`config.mk`:
```
export PLATFORM = sky130hd
export DESIGN_NAME = cursor_move_escape_encoder
export DESIGN_NICKNAME = d
export VERILOG_FILES = /design/src/hw/rtl/cmee_pkg.sv /design/src/hw/rtl/cmee_bcd_pipe.sv /design/src/hw/rtl/cmee_serializer.sv /design/src/hw/rtl/cursor_move_escape_encoder.sv
export SDC_FILE = /design/constraint.sdc
export NUM_CORES = 2
export LEC_CHECK = 0
export ABC_AREA = 1
export BUFFER_PORTS_ARGS = -buffer_cell sky130_fd_sc_hd__buf_2
export CORE_UTILIZATION = 60
export CTS_CLUSTER_SIZE = 14
export DETAILED_ROUTE_END_ITERATION = 8
export PLACE_DENSITY = 0.76
export SYNTH_ARGS = -nofsm -noshare
export SYNTH_HDL_FRONTEND = slang
export SYNTH_SLANG_ARGS = --single-unit
```
`constraint.sdc`:
```
create_clock -name clk -period 76.2 [get_ports clk]
set_input_delay 15.24 -clock clk [delete_from_list [all_inputs] [get_ports clk]]
set_output_delay 15.24 -clock clk [all_outputs]
set_load 0.05 [all_outputs]
```
`src/hw/rtl/cmee_pkg.sv`:
```
// ----------------------------------------------------------------------------
// cmee_pkg: shared constants for the cursor-move escape encoder
// Byte width of the output stream, the fixed bytes of the escape sequence
// and the field layout of the input beat.
// ----------------------------------------------------------------------------
package cmee_pkg;

  // Width of one output byte and of one input coordinate field.
  localparam int BYTE_W  = 8;
  localparam int FIELD_W = 32;

  // Fixed bytes of the cursor-position sequence.
  localparam logic [BYTE_W-1:0] BYTE_ESC      = 8'h1B;
  localparam logic [BYTE_W-1:0] BYTE_LBRACKET = 8'h5B;
  localparam logic [BYTE_W-1:0] BYTE_SEMI     = 8'h3B;
  localparam logic [BYTE_W-1:0] BYTE_FINAL    = 8'h48;
  localparam logic [BYTE_W-1:0] DIGIT_ZERO    = 8'h30;

endpackage

```
`src/hw/rtl/cmee_bcd_pipe.sv`:
```
// ----------------------------------------------------------------------------
// cmee_bcd_pipe: pipelined binary-to-decimal converter
// Converts both coordinates to packed BCD with the shift-and-add-3 method,
// four bit steps per register stage. All stages move together on adv.
// ----------------------------------------------------------------------------
module cmee_bcd_pipe #(
  parameter int COORD_BITS = 32,
  parameter int DIG        = 10
) (
  input  logic                  clk,
  input  logic                  rst_n,
  input  logic                  adv,
  input  logic                  in_valid,
  input  logic [COORD_BITS-1:0] in_col,
  input  logic [COORD_BITS-1:0] in_row,
  output logic                  out_valid,
  output logic [DIG*4-1:0]      out_col_bcd,
  output logic [DIG*4-1:0]      out_row_bcd
);

  localparam int STEPS = 4;
  localparam int NST   = (COORD_BITS + STEPS - 1) / STEPS;
  localparam int PADW  = NST * STEPS;
  localparam int BCDW  = DIG * 4;

  // Per stage and per lane (0 = column, 1 = row): remaining binary bits and BCD.
  logic [NST-1:0]  vld_r;
  logic [PADW-1:0] bin_r [NST][2];
  logic [BCDW-1:0] bcd_r [NST][2];

  for (genvar s = 0; s < NST; s++) begin : g_stage
    logic            src_v;
    logic [PADW-1:0] src_bin [2];
    logic [BCDW-1:0] src_bcd [2];
    logic [PADW-1:0] bin_nxt [2];
    logic [BCDW-1:0] bcd_nxt [2];

    // Stage source: the input for the first stage, the previous stage otherwise.
    if (s == 0) begin : g_first
      always_comb begin
        src_v      = in_valid;
        src_bin[0] = PADW'(in_col);
        src_bin[1] = PADW'(in_row);
        src_bcd[0] = '0;
        src_bcd[1] = '0;
      end
    end else begin : g_next
      always_comb begin
        src_v      = vld_r[s-1];
        src_bin[0] = bin_r[s-1][0];
        src_bin[1] = bin_r[s-1][1];
        src_bcd[0] = bcd_r[s-1][0];
        src_bcd[1] = bcd_r[s-1][1];
      end
    end

    // Four shift-and-add-3 steps on each lane.
    always_comb begin
      logic [PADW-1:0] bb;
      logic [BCDW-1:0] dd;
      for (int ln = 0; ln < 2; ln++) begin
        bb = src_bin[ln];
        dd = src_bcd[ln];
        for (int k = 0; k < STEPS; k++) begin
          for (int j = 0; j < DIG; j++) begin
            if (dd[j*4 +: 4] >= 4'd5) begin
              dd[j*4 +: 4] = dd[j*4 +: 4] + 4'd3;
            end
          end
          dd = {dd[BCDW-2:0], bb[PADW-1]};
          bb = {bb[PADW-2:0], 1'b0};
        end
        bin_nxt[ln] = bb;
        bcd_nxt[ln] = dd;
      end
    end

    // Valid bit of the stage.
    always_ff @(posedge clk) begin
      if (!rst_n) begin
        vld_r[s] <= 1'b0;
      end else if (adv) begin
        vld_r[s] <= src_v;
      end
    end

    // Stage payload.
    always_ff @(posedge clk) begin
      if (adv) begin
        bin_r[s][0] <= bin_nxt[0];
        bin_r[s][1] <= bin_nxt[1];
        bcd_r[s][0] <= bcd_nxt[0];
        bcd_r[s][1] <= bcd_nxt[1];
      end
    end
  end

  assign out_valid   = vld_r[NST-1];
  assign out_col_bcd = bcd_r[NST-1][0];
  assign out_row_bcd = bcd_r[NST-1][1];

endmodule

```
`src/hw/rtl/cmee_serializer.sv`:
```
// ----------------------------------------------------------------------------
// cmee_serializer: escape sequence byte serializer
// Holds one converted item and sends ESC, '[', row digits, ';', column
// digits and 'H' through a registered output, one byte per beat.
// ----------------------------------------------------------------------------
module cmee_serializer #(
  parameter int DIG = 10
) (
  input  logic                       clk,
  input  logic                       rst_n,
  input  logic                       in_valid,
  output logic                       in_ready,
  input  logic [DIG*4-1:0]           in_col_bcd,
  input  logic [DIG*4-1:0]           in_row_bcd,
  output logic                       out_tvalid,
  input  logic                       out_tready,
  output logic [cmee_pkg::BYTE_W-1:0] out_tdata,
  output logic                       out_tlast
);

  localparam int IW = $clog2(DIG);

  // Sequence phases.
  localparam logic [2:0] PH_ESC  = 3'd0;
  localparam logic [2:0] PH_LBR  = 3'd1;
  localparam logic [2:0] PH_ROW  = 3'd2;
  localparam logic [2:0] PH_SEMI = 3'd3;
  localparam logic [2:0] PH_COL  = 3'd4;
  localparam logic [2:0] PH_FIN  = 3'd5;

  logic                        busy_r, busy_nxt;
  logic [2:0]                  phase_r, phase_nxt;
  logic [IW-1:0]               idx_r, idx_nxt;
  logic [3:0]                  row_dig_r [DIG];
  logic [3:0]                  col_dig_r [DIG];
  logic [IW-1:0]               row_msd_r, row_msd_nxt;
  logic [IW-1:0]               col_msd_r, col_msd_nxt;
  logic                        out_tvalid_r, out_tvalid_nxt;
  logic [cmee_pkg::BYTE_W-1:0] out_tdata_r, out_tdata_nxt;
  logic                        out_tlast_r, out_tlast_nxt;
  logic                        load;
  logic                        take;

  // The output register can take a new byte when empty or being drained.
  assign load     = !out_tvalid_r || out_tready;
  assign in_ready = !busy_r || (load && phase_r == PH_FIN);
  assign take     = in_valid && in_ready;

  // Most significant nonzero digit of each incoming coordinate.
  always_comb begin
    row_msd_nxt = '0;
    col_msd_nxt = '0;
    for (int j = 0; j < DIG; j++) begin
      if (in_row_bcd[j*4 +: 4] != 4'd0) begin
        row_msd_nxt = IW'(j);
      end
      if (in_col_bcd[j*4 +: 4] != 4'd0) begin
        col_msd_nxt = IW'(j);
      end
    end
  end

  // Byte sequencer.
  always_comb begin
    busy_nxt       = busy_r;
    phase_nxt      = phase_r;
    idx_nxt        = idx_r;
    out_tvalid_nxt = out_tvalid_r;
    out_tdata_nxt  = out_tdata_r;
    out_tlast_nxt  = out_tlast_r;
    if (busy_r && load) begin
      out_tvalid_nxt = 1'b1;
      out_tlast_nxt  = 1'b0;
      case (phase_r)
        PH_ESC: begin
          out_tdata_nxt = cmee_pkg::BYTE_ESC;
          phase_nxt     = PH_LBR;
        end
        PH_LBR: begin
          out_tdata_nxt = cmee_pkg::BYTE_LBRACKET;
          phase_nxt     = PH_ROW;
          idx_nxt       = row_msd_r;
        end
        PH_ROW: begin
          out_tdata_nxt = cmee_pkg::DIGIT_ZERO + cmee_pkg::BYTE_W'(row_dig_r[idx_r]);
          if (idx_r == '0) begin
            phase_nxt = PH_SEMI;
          end else begin
            idx_nxt = idx_r - 1'b1;
          end
        end
        PH_SEMI: begin
          out_tdata_nxt = cmee_pkg::BYTE_SEMI;
          phase_nxt     = PH_COL;
          idx_nxt       = col_msd_r;
        end
        PH_COL: begin
          out_tdata_nxt = cmee_pkg::DIGIT_ZERO + cmee_pkg::BYTE_W'(col_dig_r[idx_r]);
          if (idx_r == '0) begin
            phase_nxt = PH_FIN;
          end else begin
            idx_nxt = idx_r - 1'b1;
          end
        end
        PH_FIN: begin
          out_tdata_nxt = cmee_pkg::BYTE_FINAL;
          out_tlast_nxt = 1'b1;
          busy_nxt      = 1'b0;
        end
        default: begin
          out_tvalid_nxt = 1'b0;
          busy_nxt       = 1'b0;
        end
      endcase
    end else if (load) begin
      out_tvalid_nxt = 1'b0;
    end
    // A newly taken item starts over at ESC.
    if (take) begin
      busy_nxt  = 1'b1;
      phase_nxt = PH_ESC;
    end
  end

  // Control registers.
  always_ff @(posedge clk) begin
    if (!rst_n) begin
      busy_r       <= 1'b0;
      phase_r      <= PH_ESC;
      out_tvalid_r <= 1'b0;
    end else begin
      busy_r       <= busy_nxt;
      phase_r      <= phase_nxt;
      out_tvalid_r <= out_tvalid_nxt;
    end
  end

  // Payload registers.
  always_ff @(posedge clk) begin
    idx_r       <= idx_nxt;
    out_tdata_r <= out_tdata_nxt;
    out_tlast_r <= out_tlast_nxt;
    if (take) begin
      row_msd_r <= row_msd_nxt;
      col_msd_r <= col_msd_nxt;
      for (int j = 0; j < DIG; j++) begin
        row_dig_r[j] <= in_row_bcd[j*4 +: 4];
        col_dig_r[j] <= in_col_bcd[j*4 +: 4];
      end
    end
  end

  assign out_tvalid = out_tvalid_r;
  assign out_tdata  = out_tdata_r;
  assign out_tlast  = out_tlast_r;

endmodule

```
`src/hw/rtl/cursor_move_escape_encoder.sv`:
```
// ----------------------------------------------------------------------------
// cursor_move_escape_encoder: cursor-position escape sequence encoder
//
//   Channel | Direction | tdata (low bit up)                 | tuser | tlast
//   in_     | slave     | column[31:0], row[63:32]           | -     | -
//   out_    | master    | out_byte[7:0]                      | -     | last
//
// Each beat in becomes ESC '[' row+1 ';' column+1 'H', 6 to 24 bytes, sent
// one byte per beat through a registered output; the next item is taken while
// the 'H' of the last one is loaded into that register.
// The path from input beat to first byte runs through an increment stage,
// the decimal converter stages and the serializer output register.
// rst_n is synchronous and clears only valid and sequencer state.
// The pipeline moves as a whole and holds every stage while its last stage
// holds an item that the serializer cannot take yet, so no beat is lost or
// repeated.
// ----------------------------------------------------------------------------
module cursor_move_escape_encoder #(
  parameter int COORD_BITS = 32
) (
  input  logic                              clk,
  input  logic                              rst_n,
  input  logic                              in_tvalid,
  output logic                              in_tready,
  // column [31:0], row [63:32]
  input  logic [2*cmee_pkg::FIELD_W-1:0]    in_tdata,
  output logic                              out_tvalid,
  input  logic                              out_tready,
  // out_byte [7:0]
  output logic [cmee_pkg::BYTE_W-1:0]       out_tdata,
  output logic                              out_tlast
);

  localparam int DIG = ((COORD_BITS * 1233) >> 12) + 1;

  logic                  adv;
  logic                  bump_v_r;
  logic [COORD_BITS-1:0] col_b_r, row_b_r;
  logic [COORD_BITS-1:0] col_raw, row_raw;
  logic [COORD_BITS-1:0] col_b_nxt, row_b_nxt;
  logic                  cv_valid;
  logic [DIG*4-1:0]      cv_col_bcd, cv_row_bcd;
  logic                  ser_ready;

  // The whole pipeline advances when its last stage is empty or drained.
  assign adv       = !cv_valid || ser_ready;
  assign in_tready = adv;

  // Increment each coordinate by one, saturating at all ones.
  assign col_raw   = in_tdata[COORD_BITS-1:0];
  assign row_raw   = in_tdata[cmee_pkg::FIELD_W +: COORD_BITS];
  assign col_b_nxt = (col_raw == '1) ? col_raw : col_raw + 1'b1;
  assign row_b_nxt = (row_raw == '1) ? row_raw : row_raw + 1'b1;

  always_ff @(posedge clk) begin
    if (!rst_n) begin
      bump_v_r <= 1'b0;
    end else if (adv) begin
      bump_v_r <= in_tvalid;
    end
  end

  always_ff @(posedge clk) begin
    if (adv) begin
      col_b_r <= col_b_nxt;
      row_b_r <= row_b_nxt;
    end
  end

  // Binary to decimal conversion.
  cmee_bcd_pipe #(
    .COORD_BITS (COORD_BITS),
    .DIG        (DIG)
  ) u_bcd_pipe (
    .clk         (clk),
    .rst_n       (rst_n),
    .adv         (adv),
    .in_valid    (bump_v_r),
    .in_col      (col_b_r),
    .in_row      (row_b_r),
    .out_valid   (cv_valid),
    .out_col_bcd (cv_col_bcd),
    .out_row_bcd (cv_row_bcd)
  );

  // Byte stream generation.
  cmee_serializer #(
    .DIG (DIG)
  ) u_serializer (
    .clk        (clk),
    .rst_n      (rst_n),
    .in_valid   (cv_valid),
    .in_ready   (ser_ready),
    .in_col_bcd (cv_col_bcd),
    .in_row_bcd (cv_row_bcd),
    .out_tvalid (out_tvalid),
    .out_tready (out_tready),
    .out_tdata  (out_tdata),
    .out_tlast  (out_tlast)
  );

endmodule

```
==> impl_metrics.json <==
{
  "rows": 112,
  "critPathMaxFanout": 60,
  "drt-initial-drc-count": 2419,
  "regArea_mm2": 0.02312,
  "tns_ns": 0,
  "cts_made_buffers": 85,
  "ios": 79,
  "status": "complete, no violations",
  "cts_hold_buf": 0,
  "fp.coreArea_mm2": 0.09333,
  "hold_class": "register to register",
  "synth_ff_type": "edfxtp_1",
  "portBuffers": 77,
  "fin_crit_ns": 32.00,
  "crit_path_start": "out_tready",
  "worstPathCellList": "buf_2 > inv_1 > nand2_1 > nand2_1 > nand3_4 > buf_2",
  "netlist_instances": 7430,
  "clock_skew_ns": 0.03193,
  "grt-ovfl-total": 0,
  "startpoint_type": "input pin",
  "timing.hold.ws_ns": 0.3994,
  "crit_slowest_cell": "nand3_4",
  "clk_path_buf_depth": 3,
  "cts_tree": "yes",
  "slew_headroom_pct": 27.80,
  "synthesis.nets": 7793,
  "ant_nets": 0,
  "multi_input_area_mm2": 0.02857,
  "max_clock_freq_mhz": 31.25,
  "wl_per_cell_um": 11.69,
  "drt-total-wl_um": 104100,
  "initial_core_util_pct": 60.56,
  "h-tree-depth": 3,
  "cts_root_buffer": "clkbuf_16",
  "post_cts_buffers": 0,
  "grt_antenna_before_repair": 0,
  "hold_viol": 0,
  "setup_viol": 0,
  "grt_pass1_vias": 43200,
  "yosysWarnings": 0,
  "final-max-slew-violation-count": 0,
  "synth_cell_types": 61,
  "synth-seq-cells": 776,
  "track_usage_pct": 22.10,
  "design_area_mm2": 0.06146,
  "worst_pin_slew_ns": 1.083,
  "rsz0062_at_grt": "no",
  "r2r-end": "row_b_r[31]",
  "cts_sinks": 776,
  "reg2reg_slack_ns": 71.54,
  "fill_cells": 7708,
  "worst_setup_path_end_kind": "output port",
  "place_area_mm2": 0.05853,
  "die_height_um": 308.9,
  "syn_area_mm2": 0.05652,
  "syn_area_per_cell_um2": 7.607,
  "path_depth": 6,
  "finalCritPeriodShare_pct": 41.99,
  "cts-resized-gates": 0,
  "design.final.nets": 7952,
  "path_class": "input pin to output port",
  "area_growth_syn_to_layout_pct": 8.731,
  "crit_family": "simple AND/OR/NAND/NOR gates",
  "max_stage_delay_ns": 0.66,
  "vias_per_cell": 5.147,
  "yosysSeqAreaShare_pct": 40.91,
  "crit_end": "in_tready",
  "synth_edf_count": 758,
  "cp.arrival_ns": 16.76,
  "vias": 45870,
  "final_common_cell": "nand2_1",
  "reg2reg_from": "u_serializer.phase_r[0]",
  "worstSkewPairLatency_ns": 0.66,
  "cp.required_ns": 60.96,
  "drv_cap": 0,
  "hpwl_um": 78800,
  "drc": 0,
  "final_util_pct": 65.85,
  "die-area_mm2": 0.09544,
  "r2r_cells": 7,
  "grt_pass1_wl_um": 180800,
  "layout_common_cells": "2621 x nand2_1, 1266 x inv_1, 758 x edfxtp_1",
  "drive_above_1_share_pct": 9.612,
  "die_w_um": 308.9,
  "path_buf_inv": 3,
  "ys_async_sr_fraction_pct": 0,
  "gp_congestion": 0.8855,
  "dr.pass1.iters": 7,
  "grt_start_max_net_pins": 180,
  "clk_pin_slew_worst_paths_ns": 0.06
}
-- metal layers --
metal  part of all wire [%]  track usage [%]
met1                     45            26.57
met2                     50            40.89
met3                    3.0            2.857
met4                    2.5            6.620
met5                      0                0
-- cell usage after synthesis, types with 13 or more instances --
| cell | instances | share of area, % |
|---|---|---|
| nand3b_1 | 31 | 0.41 |
| o21ai_0 | 183 | 1.6 |
| xnor2_1 | 26 | 0.40 |
| nand2_2 | 271 | 3.0 |
| nor2_1 | 182 | 1.2 |
| nand2_1 | 2621 | 17 |
| nand4_1 | 228 | 2.5 |
| nor3_1 | 28 | 0.25 |
| nand3_2 | 135 | 2.4 |
| ha_1 | 295 | 6.5 |
| nor4_1 | 29 | 0.32 |
| xor2_2 | 13 | 0.37 |
| xor2_1 | 146 | 2.3 |
| a21o_1 | 59 | 0.78 |
| o21ai_1 | 58 | 0.51 |
| and2_1 | 50 | 0.55 |
| dfxtp_1 | 18 | 0.64 |
| inv_1 | 1267 | 8.4 |
| nand3_1 | 735 | 6.5 |
| edfxtp_1 | 758 | 40 |
| o21ai_2 | 37 | 0.57 |
| a21oi_1 | 107 | 0.95 |
-- through the flow --
step | std cells | setup WS, ns
6_report | 8912 | 44.20
5_1_grt | 8911 | 44.05
4_1_cts | 8911 | 44.16
3_5_place_dp | 8756 | 44.17
3_3_place_gp | 8756 | 44.21
2_1_floorplan | 7430 | 27.11
-- worst min-delay path by stage --
stage                            startpoint                        to  cells past startpoint
floorplan                       row_b_r[28]    u_bcd_pipe.bcd_r[0][0]                      0
global placement    u_bcd_pipe.bin_r[1][52]  u_bcd_pipe.bcd_r[1][120]                      0
detailed placement  u_bcd_pipe.bin_r[0][72]  u_bcd_pipe.bin_r[0][132]                      0
CTS                 u_bcd_pipe.bin_r[0][79]  u_bcd_pipe.bin_r[0][139]                      0
global route        u_bcd_pipe.bin_r[0][79]  u_bcd_pipe.bin_r[0][139]                      0
finish              u_bcd_pipe.bin_r[0][79]  u_bcd_pipe.bin_r[0][139]                      0
-- registers in the layout, summed over array words and instances, names as in the netlist, 7 cells and up, named ones only --
signal and count:
row_b_r 32, u_bcd_pipe.bcd_r 370, u_serializer.row_dig_r 40, u_bcd_pipe.g_stage.src_v 7, u_serializer.out_tdata 7, col_b_r 32
u_serializer.col_dig_r 40, u_bcd_pipe.bin_r 224
-- cell families (layout without fill, tap and decap cells) --
logic type	Yosys count	after routing	share of synthesized area (%)
AO/OA/AOI/OAI	532	532	5.669
XOR/XNOR	188	188	3.165
adder cells (fa/ha/maj)	295	295	6.530
buffers and inverters	1290	1517	8.573
flip-flops	776	776	40.91
multiplexers	4	4	0.07526
other	1	2	0.006634
AND/OR/NAND/NOR	4344	4344	35.07
-- cell type report --
cell class / instances / share of cell area [%]
Clock inverter: 56 / 1.095
Clock buffer: 99 / 3.665
Sequential cell: 776 / 37.62
Timing Repair Buffer: 87 / 0.7899
Antenna cell: 1 / 0.004072
Tap cell: 1254 / 2.553
Inverter: 1275 / 7.787
Multi-Input combinational cell: 5364 / 46.48
Power is left out: the tool's default activity adds up to more than one toggle a clock period on the data nets, which glitch-free logic cannot reach.
